$ cat config.mk
export PLATFORM = sky130hd
export DESIGN_NAME = rgb_to_hsv_decompose_flat
export DESIGN_NICKNAME = d
export VERILOG_FILES = /design/src/rhd_pkg.sv /design/src/rhd_pixel_if.sv /design/src/rhd_front.sv /design/src/rhd_div.sv /design/src/rgb_to_hsv_decompose.sv /design/src/flat_wrapper.sv
export VERILOG_INCLUDE_DIRS = /design/src /design/src/src
export SDC_FILE = /design/constraint.sdc
export NUM_CORES = 1
export LEC_CHECK = 0
export ABC_AREA = 1
export ABC_CLOCK_PERIOD_IN_PS = 6000
export BUFFER_PORTS_ARGS = -buffer_cell sky130_fd_sc_hd__buf_2
export CAP_MARGIN = 20
export CORE_MARGIN = 1.5
export CORE_UTILIZATION = 48
export DETAILED_ROUTE_END_ITERATION = 12
export GPL_TIMING_DRIVEN = 0
export PLACE_DENSITY = 0.65
export SYNTH_ARGS = -nofsm -noshare
export SYNTH_HDL_FRONTEND = slang
export SYNTH_HIERARCHICAL = 1
export SYNTH_SLANG_ARGS = --single-unit
export TNS_END_PERCENT = 10
$ cat constraint.sdc
create_clock -name clk -period 6 [get_ports clk]
set_input_delay 0.3 -clock clk [delete_from_list [all_inputs] [get_ports clk]]
set_output_delay 0.3 -clock clk [all_outputs]
set_load 0.01 [all_outputs]
$ cat src/assert_macros.svh
// Assertion macros used by the block's top-level RTL file.
// Checks compile to nothing when SYNTHESIS is defined.
`ifndef ASSERT_MACROS_SVH
`define ASSERT_MACROS_SVH
`ifndef SYNTHESIS
`define RHD_ASSERT(lbl, clk, rst, prop) \
  lbl: assert property (@(posedge clk) disable iff (rst) prop) \
    else $error("rhd assertion failed");
`define RHD_ASSERT_NEVER(lbl, clk, rst, cond) \
  lbl: assert property (@(posedge clk) disable iff (rst) !(cond)) \
    else $error("rhd forbidden condition seen");
`else
`define RHD_ASSERT(lbl, clk, rst, prop)
`define RHD_ASSERT_NEVER(lbl, clk, rst, cond)
`endif
`endif

$ cat src/rhd_pkg.sv
`timescale 1ns / 1ps
// Shared widths, constants and types for the RGB/HSV decompose pipeline.
// No dependencies.
package rhd_pkg;

  localparam int PIX_W          = 8;
  localparam int NUM_W          = 17;
  localparam int DEN_W          = 9;
  localparam int QUO_W          = 8;
  localparam int DIV_STAGES     = 4;
  localparam int BITS_PER_STAGE = QUO_W / DIV_STAGES;
  localparam int FRONT_STAGES   = 2;
  localparam int PIPE_STAGES    = FRONT_STAGES + DIV_STAGES;

  localparam logic [NUM_W-1:0] HUE_SCALE = NUM_W'(85);
  localparam logic [NUM_W-1:0] SAT_SCALE = NUM_W'(255);

  localparam logic MODE_RGB = 1'b0;
  localparam logic MODE_HSV = 1'b1;

  typedef enum logic [1:0] {
    SEC_RED,
    SEC_GREEN,
    SEC_BLUE
  } sector_t;

  typedef struct packed {
    logic             mode;
    logic [PIX_W-1:0] red;
    logic [PIX_W-1:0] green;
    logic [PIX_W-1:0] third;
  } side_t;

endpackage

$ cat src/rhd_pixel_if.sv
`timescale 1ns / 1ps
// Valid/ready channel interfaces: RGB pixel in, three planes out.
// Standalone; no package dependency.
interface rhd_pixel_if;
  logic       valid;
  logic       ready;
  logic [7:0] red_in;
  logic [7:0] green_in;
  logic [7:0] blue_in;

  modport source (output valid, output red_in, output green_in, output blue_in,
                  input ready);
  modport sink   (input valid, input red_in, input green_in, input blue_in,
                  output ready);
endinterface

interface rhd_plane_if;
  logic       valid;
  logic       ready;
  logic [7:0] first_plane;
  logic [7:0] second_plane;
  logic [7:0] third_plane;

  modport source (output valid, output first_plane, output second_plane,
                  output third_plane, input ready);
  modport sink   (input valid, input first_plane, input second_plane,
                  input third_plane, output ready);
endinterface

$ cat src/rhd_front.sv
`timescale 1ns / 1ps
// Front end: max/min/sector (stage 0), then dividends and divisors (stage 1).
// Depends on rhd_pkg.
module rhd_front (
  input  logic                        clk,
  input  logic [rhd_pkg::FRONT_STAGES-1:0] en,
  input  logic                        mode,
  input  logic [rhd_pkg::PIX_W-1:0]   red,
  input  logic [rhd_pkg::PIX_W-1:0]   green,
  input  logic [rhd_pkg::PIX_W-1:0]   blue,
  output rhd_pkg::side_t              side,
  output logic [rhd_pkg::NUM_W-1:0]   num_hue,
  output logic [rhd_pkg::DEN_W-1:0]   den_hue,
  output logic [rhd_pkg::NUM_W-1:0]   num_sat,
  output logic [rhd_pkg::DEN_W-1:0]   den_sat
);
  import rhd_pkg::*;

  // stage 0
  side_t                    side0;
  logic [PIX_W-1:0]         mx0;
  logic [PIX_W-1:0]         delta0;
  sector_t                  sel0;
  logic signed [PIX_W:0]    diff0;

  logic [PIX_W-1:0]         mx_next;
  logic [PIX_W-1:0]         mn_next;
  sector_t                  sel_next;
  logic signed [PIX_W:0]    diff_next;

  always_comb begin
    mx_next = red;
    if (green > mx_next) mx_next = green;
    if (blue > mx_next) mx_next = blue;
    mn_next = red;
    if (green < mn_next) mn_next = green;
    if (blue < mn_next) mn_next = blue;
    // ties go to red, then green
    if (red == mx_next) begin
      sel_next  = SEC_RED;
      diff_next = $signed({1'b0, green}) - $signed({1'b0, blue});
    end else if (green == mx_next) begin
      sel_next  = SEC_GREEN;
      diff_next = $signed({1'b0, blue}) - $signed({1'b0, red});
    end else begin
      sel_next  = SEC_BLUE;
      diff_next = $signed({1'b0, red}) - $signed({1'b0, green});
    end
  end

  always_ff @(posedge clk) begin
    if (en[0]) begin
      side0.mode  <= mode;
      side0.red   <= red;
      side0.green <= green;
      side0.third <= (mode == MODE_HSV) ? mx_next : blue;
      mx0         <= mx_next;
      delta0      <= mx_next - mn_next;
      sel0        <= sel_next;
      diff0       <= diff_next;
    end
  end

  // stage 1: hue dividend 85*(k*delta + d), wrapped by 6*delta when negative
  logic signed [PIX_W+3:0]  d_ext;
  logic signed [PIX_W+3:0]  dl_ext;
  logic signed [PIX_W+3:0]  x_s;
  logic [NUM_W-1:0]         x_u;

  always_comb begin
    d_ext  = $signed({{3{diff0[PIX_W]}}, diff0});
    dl_ext = $signed({4'b0, delta0});
    case (sel0)
      SEC_RED: begin
        x_s = d_ext;
        if (diff0 < 0) x_s = d_ext + (dl_ext <<< 2) + (dl_ext <<< 1);
      end
      SEC_GREEN: x_s = d_ext + (dl_ext <<< 1);
      SEC_BLUE:  x_s = d_ext + (dl_ext <<< 2);
      default:   x_s = d_ext;
    endcase
    x_u = NUM_W'(x_s[PIX_W+2:0]);
  end

  always_ff @(posedge clk) begin
    if (en[1]) begin
      side <= side0;
      if (delta0 == '0) begin
        num_hue <= '0;
        den_hue <= DEN_W'(1);
        num_sat <= '0;
        den_sat <= DEN_W'(1);
      end else begin
        num_hue <= x_u * HUE_SCALE;
        den_hue <= {delta0, 1'b0};
        num_sat <= NUM_W'(delta0) * SAT_SCALE;
        den_sat <= {1'b0, mx0};
      end
    end
  end

endmodule

$ cat src/rhd_div.sv
`timescale 1ns / 1ps
// Pipelined restoring divider, a fixed number of quotient bits per stage.
// Depends on rhd_pkg; dividend must be below divisor * 2**QUO_W.
module rhd_div (
  input  logic                            clk,
  input  logic [rhd_pkg::DIV_STAGES-1:0]  en,
  input  logic [rhd_pkg::NUM_W-1:0]       num,
  input  logic [rhd_pkg::DEN_W-1:0]       den,
  output logic [rhd_pkg::QUO_W-1:0]       quo
);
  import rhd_pkg::*;

  logic [NUM_W-1:0] rem  [DIV_STAGES];
  logic [DEN_W-1:0] dvsr [DIV_STAGES];
  logic [QUO_W-1:0] qacc [DIV_STAGES];

  logic [NUM_W-1:0] rem_in    [DIV_STAGES];
  logic [DEN_W-1:0] dvsr_in   [DIV_STAGES];
  logic [QUO_W-1:0] qacc_in   [DIV_STAGES];
  logic [NUM_W-1:0] rem_next  [DIV_STAGES];
  logic [QUO_W-1:0] qacc_next [DIV_STAGES];

  always_comb begin
    rem_in[0]  = num;
    dvsr_in[0] = den;
    qacc_in[0] = '0;
    for (int s = 1; s < DIV_STAGES; s++) begin
      rem_in[s]  = rem[s-1];
      dvsr_in[s] = dvsr[s-1];
      qacc_in[s] = qacc[s-1];
    end
  end

  always_comb begin
    logic [NUM_W-1:0] r;
    logic [NUM_W-1:0] sh;
    logic [QUO_W-1:0] q;
    int               idx;
    for (int s = 0; s < DIV_STAGES; s++) begin
      r = rem_in[s];
      q = qacc_in[s];
      for (int b = 0; b < BITS_PER_STAGE; b++) begin
        idx = QUO_W - 1 - s * BITS_PER_STAGE - b;
        sh  = NUM_W'(dvsr_in[s]) << idx;
        if (r >= sh) begin
          r      = r - sh;
          q[idx] = 1'b1;
        end
      end
      rem_next[s]  = r;
      qacc_next[s] = q;
    end
  end

  always_ff @(posedge clk) begin
    for (int s = 0; s < DIV_STAGES; s++) begin
      if (en[s]) begin
        rem[s]  <= rem_next[s];
        dvsr[s] <= dvsr_in[s];
        qacc[s] <= qacc_next[s];
      end
    end
  end

  assign quo = qacc[DIV_STAGES-1];

endmodule

$ cat src/rgb_to_hsv_decompose.sv
`timescale 1ns / 1ps
// Top level of the RGB to HSV decompose pipeline.
// Depends on rhd_pkg, rhd_pixel_if, rhd_front, rhd_div, assert_macros.svh.
//
// Takes one RGB pixel per clock while the output is not stalled, and
// returns three 8-bit planes, in order: red/green/blue unchanged when the
// mode is 0, hue/saturation/value when it is 1. An accepted input beat
// passes through two front stages (max/min, then the dividends) and four
// divider stages that each resolve two quotient bits of the hue and
// saturation divisions before the output beat is offered. Each stage
// holds its item only while the stage after it is full and stalled, so a
// stalled output fills the pipe before input ready drops. The mode is
// sampled with each pixel; write it only while the pipe is empty.
`include "assert_macros.svh"
module rgb_to_hsv_decompose (
  input  logic        clk,
  input  logic        rst,
  input  logic        cfg_wr_en,
  input  logic        cfg_wr_data,
  rhd_pixel_if.sink   pixel,
  rhd_plane_if.source planes
);
  import rhd_pkg::*;

  localparam int LAST = PIPE_STAGES - 1;

  logic                   mode;
  logic [PIPE_STAGES-1:0] vld;
  logic [PIPE_STAGES-1:0] en;

  side_t                  side_f;
  side_t                  side_d [DIV_STAGES];
  logic [NUM_W-1:0]       num_hue;
  logic [DEN_W-1:0]       den_hue;
  logic [NUM_W-1:0]       num_sat;
  logic [DEN_W-1:0]       den_sat;
  logic [QUO_W-1:0]       hue;
  logic [QUO_W-1:0]       sat;

  always_ff @(posedge clk) begin
    if (rst) begin
      mode <= MODE_RGB;
    end else if (cfg_wr_en) begin
      mode <= cfg_wr_data;
    end
  end

  // a stage loads when empty or when its contents move on
  always_comb begin
    en[LAST] = !vld[LAST] || planes.ready;
    for (int i = LAST - 1; i >= 0; i--) begin
      en[i] = !vld[i] || en[i+1];
    end
  end

  always_ff @(posedge clk) begin
    if (rst) begin
      vld <= '0;
    end else begin
      if (en[0]) vld[0] <= pixel.valid;
      for (int i = 1; i < PIPE_STAGES; i++) begin
        if (en[i]) vld[i] <= vld[i-1];
      end
    end
  end

  assign pixel.ready = en[0];

  rhd_front u_front (
    .clk     (clk),
    .en      (en[FRONT_STAGES-1:0]),
    .mode    (mode),
    .red     (pixel.red_in),
    .green   (pixel.green_in),
    .blue    (pixel.blue_in),
    .side    (side_f),
    .num_hue (num_hue),
    .den_hue (den_hue),
    .num_sat (num_sat),
    .den_sat (den_sat)
  );

  rhd_div u_div_hue (
    .clk (clk),
    .en  (en[LAST:FRONT_STAGES]),
    .num (num_hue),
    .den (den_hue),
    .quo (hue)
  );

  rhd_div u_div_sat (
    .clk (clk),
    .en  (en[LAST:FRONT_STAGES]),
    .num (num_sat),
    .den (den_sat),
    .quo (sat)
  );

  always_ff @(posedge clk) begin
    if (en[FRONT_STAGES]) side_d[0] <= side_f;
    for (int s = 1; s < DIV_STAGES; s++) begin
      if (en[FRONT_STAGES+s]) side_d[s] <= side_d[s-1];
    end
  end

  assign planes.valid        = vld[LAST];
  assign planes.first_plane  = (side_d[DIV_STAGES-1].mode == MODE_HSV) ?
                               hue : side_d[DIV_STAGES-1].red;
  assign planes.second_plane = (side_d[DIV_STAGES-1].mode == MODE_HSV) ?
                               sat : side_d[DIV_STAGES-1].green;
  assign planes.third_plane  = side_d[DIV_STAGES-1].third;

  // hue tops out at 254
  `RHD_ASSERT_NEVER(a_hue_range, clk, rst, vld[LAST] && (side_d[DIV_STAGES-1].mode == MODE_HSV) && (hue == {QUO_W{1'b1}}))
  // zero saturation means a grey pixel, so hue must be zero too
  `RHD_ASSERT(a_grey_hue, clk, rst, (vld[LAST] && (side_d[DIV_STAGES-1].mode == MODE_HSV) && (sat == '0)) |-> (hue == '0))
  // black pixel carries no saturation
  `RHD_ASSERT(a_black_sat, clk, rst, (vld[LAST] && (side_d[DIV_STAGES-1].mode == MODE_HSV) && (side_d[DIV_STAGES-1].third == '0)) |-> (sat == '0))
  // an accepted beat lands in the first stage
  `RHD_ASSERT(a_accept_load, clk, rst, (pixel.valid && pixel.ready) |=> vld[0])

endmodule
$ cat src/flat_wrapper.sv
// flat-port wrapper written by rule: the top's interface ports become plain ports
module rgb_to_hsv_decompose_flat import rhd_pkg::*;
  (clk, rst, cfg_wr_en, cfg_wr_data, pixel_valid, pixel_red_in, pixel_green_in, pixel_blue_in, pixel_ready, planes_valid, planes_first_plane, planes_second_plane, planes_third_plane, planes_ready);
  rhd_pixel_if pixel_i ();
  rhd_plane_if planes_i ();
  input  logic clk;
  input  logic rst;
  input  logic cfg_wr_en;
  input  logic cfg_wr_data;
  input wire logic [$bits(pixel_i.valid)-1:0] pixel_valid;
  input wire logic [$bits(pixel_i.red_in)-1:0] pixel_red_in;
  input wire logic [$bits(pixel_i.green_in)-1:0] pixel_green_in;
  input wire logic [$bits(pixel_i.blue_in)-1:0] pixel_blue_in;
  output wire logic [$bits(pixel_i.ready)-1:0] pixel_ready;
  output wire logic [$bits(planes_i.valid)-1:0] planes_valid;
  output wire logic [$bits(planes_i.first_plane)-1:0] planes_first_plane;
  output wire logic [$bits(planes_i.second_plane)-1:0] planes_second_plane;
  output wire logic [$bits(planes_i.third_plane)-1:0] planes_third_plane;
  input wire logic [$bits(planes_i.ready)-1:0] planes_ready;
  assign pixel_i.valid = pixel_valid;
  assign pixel_i.red_in = pixel_red_in;
  assign pixel_i.green_in = pixel_green_in;
  assign pixel_i.blue_in = pixel_blue_in;
  assign pixel_ready = pixel_i.ready;
  assign planes_valid = planes_i.valid;
  assign planes_first_plane = planes_i.first_plane;
  assign planes_second_plane = planes_i.second_plane;
  assign planes_third_plane = planes_i.third_plane;
  assign planes_i.ready = planes_ready;
  rgb_to_hsv_decompose u_core (.clk(clk), .rst(rst), .cfg_wr_en(cfg_wr_en), .cfg_wr_data(cfg_wr_data), .pixel(pixel_i), .planes(planes_i));
endmodule
# Word-level counts from Yosys, hierarchy flattened
# Memory sizes are Yosys's and may differ from the RTL's.
# Index checks and enable logic that the tools add are counted.
[totals]
regBits = 136
latchBits = 0
ram_bits = 372
rom_bits = 0
n_memories = 7
[op_classes]
n_addsub = 23
n_mul = 2
n_div = 0
order_cmp = 21
n_eq_ne = 4
shifts = 0
n_mux = 53
bitwise_logic = 0
n_reduce_logical = 14
[mem_list]
columns = ["memory", "depth", "width", "rd", "rd_clocked_by_memory_dff", "wr", "line", "rtl"]
rows = [
  ["u_core.side_d", 4, 25, 4, 0, 4, "rgb_to_hsv_decompose.sv:32", "side_t side_d [DIV_STAGES];"],
  ["u_core.u_div_hue.rem", 4, 17, 3, 0, 4, "rhd_div.sv:13", "logic [NUM_W-1:0] rem [DIV_STAGES];"],
  ["u_core.u_div_sat.rem", 4, 17, 3, 0, 4, "rhd_div.sv:13", ""],
  ["u_core.u_div_hue.dvsr", 4, 9, 3, 0, 4, "rhd_div.sv:14", "logic [DEN_W-1:0] dvsr [DIV_STAGES];"],
  ["u_core.u_div_sat.dvsr", 4, 9, 3, 0, 4, "rhd_div.sv:14", ""],
  ["u_core.u_div_hue.qacc", 4, 8, 4, 0, 4, "rhd_div.sv:15", "logic [QUO_W-1:0] qacc [DIV_STAGES];"],
  ["+1 memories", "n/a", "n/a", "n/a", "n/a", "n/a", "n/a", ""],
]
[op_table]
columns = ["operator", "count"]
rows = [
  ["2-to-1 mux 17 bit", 16],
  ["2-to-1 mux 8 bit", 7],
  ["greater-or-equal comparator 17 x 10 -> 1 bit", 2],
  ["greater-or-equal comparator 17 x 11 -> 1 bit", 2],
  ["greater-or-equal comparator 17 x 12 -> 1 bit", 2],
  ["greater-or-equal comparator 17 x 13 -> 1 bit", 2],
  ["greater-or-equal comparator 17 x 14 -> 1 bit", 2],
  ["greater-or-equal comparator 17 x 15 -> 1 bit", 2],
  ["greater-or-equal comparator 17 x 16 -> 1 bit", 2],
  ["greater-or-equal comparator 17 x 9 -> 1 bit", 2],
  ["subtractor 17 x 10 -> 17 bit", 2],
  ["subtractor 17 x 11 -> 17 bit", 2],
  ["subtractor 17 x 12 -> 17 bit", 2],
  ["subtractor 17 x 13 -> 17 bit", 2],
  ["subtractor 17 x 14 -> 17 bit", 2],
  ["subtractor 17 x 15 -> 17 bit", 2],
  ["subtractor 17 x 16 -> 17 bit", 2],
  ["subtractor 17 x 9 -> 17 bit", 2],
  ["one-hot mux 11 bit (3 select lines)", 1],
  ["subtractor 8 x 8 -> 9 bit", 3],
  ["2-to-1 mux 1 bit", 25],
  ["2-to-1 mux 9 bit", 2],
  ["multiplier 11 x 7 -> 17 bit (second input constant)", 1],
  ["equality test 8 bit", 2],
  ["16 further kinds", 28],
]

# Logic depth before layout (Yosys ltp)
# Gate-level depths: netlist of the first run.
[depth]
depth_word = 7
mapped_depth = 37

# Modules after synthesis
# The synthesis of the first run kept the hierarchy.
[modules_own_cells]
columns = ["module", "n_inst", "cells_per_inst", "area_each_um2", "seq_area_each_um2"]
rows = [
  ["rhd_front", 1, 1258, 11151.9, 3783.6],
  ["rhd_div at u_core.u_div_sat", 1, 1017, 8129.0, 2942.8],
  ["rhd_div at u_core.u_div_hue", 1, 1024, 8081.5, 2942.8],
  ["rgb_to_hsv_decompose", 1, 155, 3603.5, 3143.0],
]

# Worst setup path after synthesis of the first run
# Ideal clock, no wire load.
[synth_path]
kind = "flip-flop to flip-flop"
start = "register u_core.u_front.delta0[1]"
end = "register u_core/u_front/num_hue[16] in the netlist's numbering (data pin)"
setup_ns = 0.255
arrival_ns = 5.585
setup_slack_ns = 0.160
stages_incl_launch_ff = 32
path_buffers = 0
synth_period_minus_slack_ns = 5.840
cell_sequence = "edfxtp_1 -> inv_1 -> fa_1 -> inv_1 -> ha_1 -> nand3_1 -> nand3_1 -> a31o_2 -> a21oi_1 -> o21ai_0 -> o211ai_1 -> o2111ai_1 -> o21ai_0 -> inv_1 -> ha_1 -> inv_1 -> fa_1 -> inv_1 -> ha_1 -> inv_1 -> fa_1 -> inv_1 -> ha_1 -> inv_1 -> nor3_1 -> nand3_1 -> o2111ai_1 -> nand3_1 -> nand2_1 -> nand3_1 -> nand2_1 -> nor2_1"
[synth_between]
elab_chain_cells = 5
word_cells_on_any_way = 7
cone_classes = "add/sub: 3; mul: 1; mux: 2; reduce/logical: 1"
[synth_lines]
columns = ["item", "line", "rtl"]
rows = [
  ["start: declaration", "rhd_front.sv:22", "logic [PIX_W-1:0] delta0;"],
  ["start signal: assignment", "rhd_front.sv:58", "delta0 <= mx_next - mn_next;"],
  ["adder 9 x 11 -> 11 bit", "rhd_front.sv:76, rhd_front.sv:79", ""],
  ["adder 11 x 10 -> 11 bit", "rhd_front.sv:76", "if (diff0 < 0) x_s = d_ext + (dl_ext <<< 2) + (dl_ext <<< 1);"],
  ["2-to-1 mux 11 bit", "rhd_front.sv:76", ""],
  ["one-hot mux 11 bit (3 select lines)", "rhd_front.sv:73", "case (sel0)"],
  ["multiplier 11 x 7 -> 17 bit", "rhd_front.sv:94", "num_hue <= x_u * HUE_SCALE;"],
  ["end signal: assignment", "rhd_front.sv:94", ""],
  ["end: declaration", "rhd_front.sv:12", "output logic [rhd_pkg::NUM_W-1:0] num_hue,"],
]
# Parallel ways exist; a longest one is shown, timed or not.
# A chain may end at the register's enable or synchronous reset.

# Worst setup path in the final report of the first run
# Same ends and word-level chain as after synthesis.

==> flow_metrics.tcl, run 1 <==
set metrics [dict create \
    period_share_pct 95.8 \
    seq_area_um2 12800 \
    fillers 5801 \
    cts_sinks 429 \
    avgSynthCellArea_um2 8.97 \
    worstPathArrival_ns 6.06 \
    synth_edf_count 422 \
    synthArstFlopShare_pct 0 \
    setup_viol 0 \
    grt_pass1_vias 22200 \
    drcViolationCount 0 \
    die_area_um2 66000 \
    status "complete, no violations" \
    hold_path.class "input pin to register" \
    grt.total_usage_pct 20.2 \
    die_y_um 257 \
    worstPathRequired_ns 6.32 \
    dr.pass1.iters 5 \
    wl_per_cell_um 15.0 \
    start_util_pct 48.8 \
    tightest_slew_ns 0.617 \
    period_minus_slack_ns 5.75 \
    setup_tns_ns 0 \
    grt_first_pass_wirelength_um 109000 \
    yosys_most_used_dff "edfxtp_1" \
    finalWorstSetupSlack_ns 0.255 \
    path_delay_family "adder cells" \
    gp_congestion 0.934 \
    cts_buffer_depth 3 \
    diodes 0 \
    hpwl_um 53400 \
    worstPathMaxFanout 5 \
    ios 56 \
    final_antenna_net_count 0 \
    pre_cts_slack_ns -0.783 \
    final_cell_mix "756 x nand2_1, 517 x inv_1, 422 x edfxtp_1, 285 x ha_1, 225 x nor2_1" \
    cap_viol_max_count 0 \
    drtIter0Drc 1352 \
    final_nets 3983 \
    drive_above_1_share_pct 10.9 \
    grt_max_degree 74 \
    cp.buffers_inverters 7 \
    critical_path_class "register to register" \
    crit_top_cell "inv_1" \
    layout.cells.most_common "nand2_1" \
    skew_ns 0.0259 \
    synth_area_um2 31000 \
    ys_types 68 \
    globalRouteOverflowTotal 0 \
    clk_pin_slew_ns 0.06 \
    cts_tree "done" \
    multi_input_area_um2 16000 \
    cts_max_level 2 \
    drt_wl_total_um 67200 \
    reg2reg_slack_ns 0.25 \
    hold_viol 0 \
    area_delta_synth_final_pct 11.1 \
    crit_path_end_kind "register" \
    relSlewSlack_pct 58.4 \
    antenna_found_initial 0 \
    rows 92 \
    port_buffers 55 \
    whs_ns 0.0292 \
    vias 22900 \
    clockRootBuffer "clkbuf_16" \
    synth-seq-cells 429 \
    rsz0062_at_grt "true" \
    die_x_um 257 \
    worstSetupStartpointType "register" \
    critPathMaxStageDelay_ns 0.53 \
    cts_buffers 45 \
    clk_latency_ns 0.57 \
    synthCells 3454 \
    yosysSeqAreaShare_pct 41.4 \
    core_um2 63400 \
    drv_slew 0 \
    viasPerCell 5.11 \
    ys_warn_count 6 \
    max_freq_ghz 0.174 \
    crit_path_top_delay_cell "fa_1" \
]
## sequential cells by signal (all words and copies together), names as in the netlist
signal	cells
u_core/mode	1
u_core/side_d	100
u_core/u_div_hue/dvsr	27
u_core/u_div_hue/qacc	20
u_core/u_div_hue/rem	51
u_core/u_div_sat/dvsr	27
u_core/u_div_sat/qacc	20
u_core/u_div_sat/rem	51
u_core/u_front/delta0	8
u_core/u_front/den_hue	9
u_core/u_front/den_sat	8
u_core/u_front/diff0	9
u_core/u_front/mx0	8
u_core/u_front/num_hue	17
u_core/u_front/num_sat	15
u_core/u_front/sel0	2
u_core/u_front/side	25
u_core/u_front/side0	25
u_core/vld	6
## logic make-up after synthesis
kind of cell               after synthesis  share of synthesized area, %
xor gates and xnor gates               131                          3.71
DFF                                    429                          41.4
AOI/OAI and AO/OA                      494                          9.06
other                                    1                        0.0121
buffers and inverters                  582                          7.58
and+or+nand+nor                       1440                          21.5
muxes                                   19                         0.808
adders and majority gates              358                          16.0
## timing repair
item / 4_1_cts / 5_1_grt
hold endpoints to repair: 10 / 0
setup endpoints to repair: 7 / 7
hold buffers: 8 / 0
gates resized for setup: 7 / 30
pin swaps: 0 / 12
buffers inserted: 9 / 16
## final timing paths
kind	start	end	cells past startpoint
min	pixel_red_in[3]	u_core/u_front/side0[19]	1
max reg2reg	u_core/u_front/delta0[1]	u_core/u_front/num_hue[16]	32
min reg2reg	u_core/side_d[2][15]	u_core/side_d[3][15]	0
max	u_core/u_front/delta0[1]	u_core/u_front/num_hue[16]	32
## layout make-up
| type | instances | area share (%) |
|---|---|---|
| repair buffers | 94 | 2.05 |
| multi-input cells | 2444 | 46.6 |
| clock buffers | 49 | 3.32 |
| inverters | 535 | 5.86 |
| well taps | 846 | 3.08 |
| plain buffers | 46 | 0.953 |
| clock inverters | 34 | 0.931 |
| flip-flops and latches | 429 | 37.2 |
## synth_stat cells (8+ instances only)
library cell	count	share of area (%)
buf_4	15	0.36
nand2_4	19	0.69
a21o_1	12	0.29
nor2_1	225	2.7
nand4_1	60	1.2
a31oi_1	15	0.30
or2_2	15	0.30
inv_2	8	0.097
a21oi_1	205	3.3
xor2_1	80	2.3
fa_1	64	4.1
nor2_4	11	0.40
nor4_1	9	0.18
nor2_2	8	0.16
nand3_1	209	3.4
nand2_1	758	9.2
ha_1	294	12
edfxtp_1	422	41
o211ai_1	9	0.22
xnor2_1	51	1.4
nand2_2	41	0.83
nand3_2	12	0.39
nand3_4	10	0.57
buf_2	8	0.13
o21a_1	8	0.19
clkbuf_1	12	0.15
mux2_4	10	0.48
inv_1	520	6.3
o21ai_0	167	2.7
mux2_2	8	0.29
nor3_1	40	0.65
a21oi_2	8	0.23
o21bai_1	14	0.34
o21ai_1	8	0.13
o21ai_2	15	0.42
nand3b_1	13	0.32
## per-layer routing
layer  vias up  routed length, um  GRT usage [%]  share of wire, %
met4         0               1900           6.42               2.8
met3       119               1980           2.33               2.9
met2       332              32400           35.1                48
met5         -                  0              0                 0
met1     10500              31000           26.3                46
li1      11900                  -              -                 -
## per-stage QoR
stage          util [%]  instances  instance area, um2
2_1_floorplan         -       3455               31000
5_1_grt            54.2       4477               34400
3_3_place_gp       50.9       4356               32300
6_report           54.2       4477               34400
3_5_place_dp       51.2       4361               32500
4_1_cts            53.7       4461               34100
Power of run 1 is left out: the tool's default activity adds up to more than one toggle a clock period on the data nets, which glitch-free logic cannot reach.
==> run 2: changes to the inputs <==
--- a/config.mk
+++ b/config.mk
@@ -6,7 +6,7 @@
 export SDC_FILE = /design/constraint.sdc
 export NUM_CORES = 1
 export LEC_CHECK = 0
-export ABC_AREA = 1
+export ABC_AREA = 0
 export ABC_CLOCK_PERIOD_IN_PS = 6000
 export BUFFER_PORTS_ARGS = -buffer_cell sky130_fd_sc_hd__buf_2
 export CAP_MARGIN = 20
@@ -15,6 +15,7 @@
 export DETAILED_ROUTE_END_ITERATION = 12
 export GPL_TIMING_DRIVEN = 0
 export PLACE_DENSITY = 0.65
+export SLEW_MARGIN = 40
 export SYNTH_ARGS = -nofsm -noshare
 export SYNTH_HDL_FRONTEND = slang
 export SYNTH_HIERARCHICAL = 1
==> flow_metrics.tcl, run 2 <==
set metrics [dict create \
    crit_path_top_delay_cell "fa_1" \
    synth_adder_area_share_pct 16.9 \
    wl_met1_um 29800 \
    dpl-instance-area_um2 30700 \
    ys_types 121 \
    rows 90 \
    synth_top_area_share_pct 43.3 \
    period_share_pct 100 \
    cp.buffers_inverters 5 \
    clk_pin_slew_ns 0.06 \
    diodes 0 \
    globalRouteOverflowTotal 0 \
    regMostFlops "u_core/side_d" \
    dr_wl_met2_um 31700 \
    synth-simple-area-share_pct 11.6 \
    worstPathArrival_ns 6.32 \
    max_freq_ghz 0.166 \
    cts_buffer_depth 3 \
    vias 20000 \
    crit_path_end_kind "register" \
    rsz0062_at_grt "true" \
    final_nets 3165 \
    violations "negative setup slack" \
    yosys_most_used_dff "edfxtp_1" \
    drtIter0Drc 1288 \
    cts_tree "done" \
    die_y_um 250 \
    reg2reg_slack_ns -0.03 \
    largest_reg_flops 100 \
    relSlewSlack_pct 44.9 \
    hold_viol 0 \
    avgSynthCellArea_um2 11.1 \
    reg_top3 "u_core/side_d: 100 flops, u_core/u_div_hue/rem: 51 flops, u_core/u_div_sat/rem: 51 flops" \
    synth.most_common_cell "edfxtp_1" \
    drv_slew 0 \
    cts_sinks 429 \
    top_layer_used "met4" \
    ys_top_cells_by_count "422 x edfxtp_1, 294 x ha_1, 261 x inv_1" \
    hold_path.class "input pin to register" \
    grt_max_degree 48 \
    period_minus_slack_ns 6.03 \
    fin_util_pct 54.5 \
    cts_buffers 46 \
    fillers 5181 \
    ys_warn_count 6 \
    ios 56 \
    synth-seq-cells 429 \
    path_delay_family "adder cells" \
    drcViolationCount 0 \
    worstSetupStartpointType "register" \
    worstPathRequired_ns 6.30 \
    worstPathMaxFanout 5 \
    critPathMaxStageDelay_ns 0.53 \
    synth_area_leader_cell "edfxtp_1" \
    start_util_pct 48.5 \
    pre_cts_slack_ns -1.02 \
    synth_mux_area_share_pct 4.76 \
    antenna_found_initial 0 \
    tightest_slew_ns 0.816 \
    synth_xor_area_share_pct 4.85 \
    hpwl_um 50300 \
    die_x_um 250 \
    yosys-top-cells-area "edfxtp_1 43%, ha_1 13%, fa_1 4.4%, inv_1 3.3%, xnor2_1 3.0%" \
    synth_edf_count 422 \
    final_antenna_net_count 0 \
    synthArstFlopShare_pct 0 \
    whs_ns 0.0633 \
    wl_per_cell_um 18.1 \
    area_delta_synth_final_pct 12.3 \
    synth_area_um2 29300 \
    drive_above_1_share_pct 14.4 \
    viasPerCell 5.56 \
    yosysSeqAreaShare_pct 43.8 \
    final_area_um2 32900 \
    port_buffers 55 \
    gp_congestion 0.950 \
    cts_max_level 2 \
    finalWorstSetupSlack_ns -0.0293 \
    skew_ns 0.0365 \
    grt_first_pass_wirelength_um 104000 \
    synth_top_family_by_area "adder cells" \
    drt_wl_total_um 65200 \
    crit_top_cell "inv_2" \
    cap_viol_max_count 0 \
    setup_viol 1 \
    critical_path_class "register to register" \
    synth_compound_area_share_pct 13.7 \
    dr.pass1.iters 5 \
    core_um2 60400 \
    final_cell_mix "422 x edfxtp_1, 279 x ha_1, 251 x inv_1, 196 x nor2_1, 165 x a21oi_1" \
    status "finished, violations left" \
    synthCells 2633 \
    layout.cells.most_common "edfxtp_1" \
    met3_length_um 2110 \
    die_area_um2 62500 \
    grt.total_usage_pct 20.5 \
    clockRootBuffer "clkbuf_16" \
    clk_latency_ns 0.58 \
    grt_pass1_vias 20100 \
]
## run 2: final cells by class
| cell class | count | area (um2) | area share [%] |
|---|---|---|---|
| Inverter | 264 | 998 | 3.04 |
| Tap cell | 782 | 978 | 2.98 |
| Clock buffer | 52 | 1170 | 3.57 |
| Multi-Input combinational cell | 1890 | 15600 | 47.3 |
| Timing Repair Buffer | 95 | 689 | 2.10 |
| Sequential cell | 429 | 12800 | 39.0 |
| Buffer | 51 | 309 | 0.940 |
| Clock inverter | 33 | 352 | 1.07 |
## run 2: what timing repair did
action / in CTS / in global routing
pin swaps: 26 / 36
hold buffers: 6 / 0
buffers inserted: 17 / 10
endpoints found under the hold margin: 9 / 0
resized for setup: 34 / 45
setup endpoints to repair: 8 / 16
## run 2: logic make-up (layout without fill, tap and decap cells)
kind of cell               after synthesis  in the layout
and+or+nand+nor                        649            649
xor gates and xnor gates               160            160
muxes                                  123            123
buffers and inverters                  315            495
DFF                                    429            429
adders and majority gates              358            358
other                                    1              2
AOI/OAI and AO/OA                      598            598
## run 2: final timing paths
check | startpoint | end | depth (start not counted)
setup / recovery | u_core/u_front/delta0[0] | u_core/u_front/num_hue[14] | 29
hold / removal | pixel_green_in[2] | u_core/u_front/side0[10] | 1
setup reg to reg | u_core/u_front/delta0[0] | u_core/u_front/num_hue[14] | 29
hold reg to reg | u_core/u_div_hue/qacc[0][7] | u_core/u_div_hue/qacc[1][7] | 0
## run 2: worst register-to-register path, delay by kind of cell (launching register included)
kind | cells | cell delay (ns)
AND/OR/NAND/NOR | 5 | 0.47
flip-flops | 1 | 0.39
multiplexers | 1 | 0.10
AO/OA/AOI/OAI | 8 | 1.43
XOR/XNOR | 3 | 0.55
adder cells (fa/ha/maj) | 7 | 2.49
buffers and inverters | 5 | 0.30
## run 2: per-layer routing
metal  global-route usage (%)  up-vias
li1                         -     9939
met1                     26.9     9608
met2                     35.8      365
met3                     2.23       93
met4                     5.94        0
met5                        0        -
## run 2: stage by stage
| stage | instances | setup TNS, ns |
|---|---|---|
| 4_1_cts | 3586 | -0.0123 |
| 6_report | 3596 | -0.0293 |
| 3_3_place_gp | 3471 | -4.38 |
| 5_1_grt | 3596 | -1.13 |
| 2_1_floorplan | 2634 | 0 |
| 3_5_place_dp | 3478 | -4.98 |
Power of run 2 is left out for the same reason.
==> run 3: changes to the inputs <==
--- a/config.mk
+++ b/config.mk
@@ -7,14 +7,14 @@
 export NUM_CORES = 1
 export LEC_CHECK = 0
 export ABC_AREA = 0
-export ABC_CLOCK_PERIOD_IN_PS = 6000
+export ABC_CLOCK_PERIOD_IN_PS = 6210
 export BUFFER_PORTS_ARGS = -buffer_cell sky130_fd_sc_hd__buf_2
 export CAP_MARGIN = 20
 export CORE_MARGIN = 1.5
 export CORE_UTILIZATION = 48
 export DETAILED_ROUTE_END_ITERATION = 12
 export GPL_TIMING_DRIVEN = 0
-export PLACE_DENSITY = 0.65
+export PLACE_DENSITY = 0.63
 export SLEW_MARGIN = 40
 export SYNTH_ARGS = -nofsm -noshare
 export SYNTH_HDL_FRONTEND = slang
==> constraint.sdc (replaced) <==
create_clock -name clk -period 6.21 [get_ports clk]
set_input_delay 0.3105 -clock clk [delete_from_list [all_inputs] [get_ports clk]]
set_output_delay 0.3105 -clock clk [all_outputs]
set_load 0.01 [all_outputs]
==> flow_metrics.tcl, run 3 (synthesis results as in run 2) <==
set metrics [dict create \
    status "complete, no violations" \
    grt_max_degree 63 \
    worstPathRequired_ns 6.51 \
    globalRouteMet2Util_pct 34.0 \
    globalRouteOverflowTotal 0 \
    drcViolationCount 0 \
    die_y_um 250 \
    hold_path.class "input pin to register" \
    core_um2 60400 \
    layout.cells.most_common "edfxtp_1" \
    clk_pin_slew_ns 0.06 \
    drtIter0Drc 1245 \
    hold_viol 0 \
    drive_above_1_share_pct 13.4 \
    cap_viol_max_count 0 \
    cts_sinks 429 \
    grt_first_pass_wirelength_um 103000 \
    cts_buffers 47 \
    cp.buffers_inverters 7 \
    grt_pass1_vias 19800 \
    grt.total_usage_pct 20.4 \
    critPathMaxStageDelay_ns 0.58 \
    critical_path_class "register to register" \
    start_util_pct 48.5 \
    gp_congestion 0.918 \
    cts_max_level 2 \
    hpwl_um 50200 \
    grt-busiest-layer "met2" \
    ios 56 \
    die_area_um2 62500 \
    die_x_um 250 \
    met1_usage_pct 26.9 \
    final_nets 3155 \
    antenna_found_initial 3 \
    wl_per_cell_um 17.9 \
    tightest_slew_ns 0.744 \
    viasPerCell 5.59 \
    crit_path_end_kind "register" \
    cts_buffer_depth 3 \
    skew_ns 0.0150 \
    setup_viol 0 \
    rows 90 \
    vias 20100 \
    worstPathArrival_ns 6.29 \
    cts_tree "done" \
    port_buffers 55 \
    use_met3_pct 2.86 \
    period_share_pct 96.4 \
    clk_latency_ns 0.57 \
    worstSetupStartpointType "register" \
    fin_util_pct 54.4 \
    max_freq_ghz 0.167 \
    final_antenna_net_count 0 \
    clockRootBuffer "clkbuf_16" \
    final_cell_mix "422 x edfxtp_1, 288 x ha_1, 259 x inv_1, 196 x nor2_1, 165 x a21oi_1" \
    dr.pass1.iters 5 \
    worstPathMaxFanout 4 \
    largest_reg_flops 100 \
    path_delay_family "adder cells" \
    relSlewSlack_pct 50.0 \
    crit_path_top_delay_cell "fa_2" \
    reg_top3 "u_core/side_d: 100 flops, u_core/u_div_hue/rem: 51 flops, u_core/u_div_sat/rem: 51 flops" \
    area_delta_synth_final_pct 12.1 \
    period_minus_slack_ns 5.99 \
    crit_top_cell "inv_1" \
    drv_slew 0 \
    drt_wl_total_um 64100 \
    rsz0062_at_grt "true" \
    regMostFlops "u_core/side_d" \
]
run 3: cell types whose count changed in the layout (fill, tap and decap cells not counted), moves of 3 or more:
cell | before | now
buf_4 | 42 | 32
bufinv_16 | 5 | 11
clkinv_1 | 8 | 1
ha_1 | 279 | 288
ha_4 | 13 | 6
inv_1 | 251 | 259
inv_2 | 11 | 3
o21ai_2 | 7 | 4
run 3: cell type report:
class	count	area (um2)
Fill cell	5158	27500
Multi-Input combinational cell	1890	15400
Sequential cell	429	12800
Clock buffer	55	1220
Inverter	264	1000
Tap cell	782	978
Timing Repair Buffer	84	604
Clock inverter	31	480
Buffer	51	308
Antenna cell	1	2.50
run 3: worst paths after layout:
| kind | from | end | slack [ns] | depth (start not counted) |
|---|---|---|---|---|
| worst max-delay path | u_core/u_front/delta0[1] | u_core/u_front/num_hue[14] | 0.22 | 26 |
| worst min-delay path | cfg_wr_en | u_core/mode | 0.04 | 3 |
| worst max register to register | u_core/u_front/delta0[1] | u_core/u_front/num_hue[14] | 0.22 | 26 |
| worst min register to register | u_core/u_div_sat/qacc[2][2] | u_core/u_div_sat/qacc[3][2] | 0.41 | 0 |
run 3: worst reg2reg max path, delay by kind of cell (launching register included):
family	cells	cell delay (ns)
XOR/XNOR	2	0.25
buffers and inverters	7	0.61
adder cells (fa/ha/maj)	7	2.86
AND/OR/NAND/NOR	3	0.21
AO/OA/AOI/OAI	7	1.42
flip-flops	1	0.39
run 3: per-layer routing:
layer,part of all wire [%],wire (um),up-vias
met2,47,29900,410
li1,-,-,9910
met3,4.2,2670,128
met5,0.041,26,-
met4,3.7,2350,4
met1,45,29100,9598
run 3: per-stage QoR:
step           hold WS (ns)  instances  TNS (ns)  setup WS [ns]  cell area, um2
4_1_cts             0.00509       3578         0         0.0160           32600
2_1_floorplan         0.380       2634         0          0.296           29300
5_1_grt              0.0203       3586    -0.275         -0.111           32800
3_3_place_gp          0.401       3471     -2.85         -0.783           30500
6_report             0.0366       3587         0          0.222           32800
3_5_place_dp          0.405       3478     -3.47         -0.838           30700
run 3: timing repair:
item / 4_1_cts / 5_1_grt
endpoints found under the hold margin: 8 / 0
pin swaps: 5 / 13
resized for setup: 20 / 26
cloned: 0 / 0
setup buffers: 9 / 8
endpoints found under the setup margin: 7 / 13
hold buffers: 5 / 0
Power of run 3 is left out for the same reason.
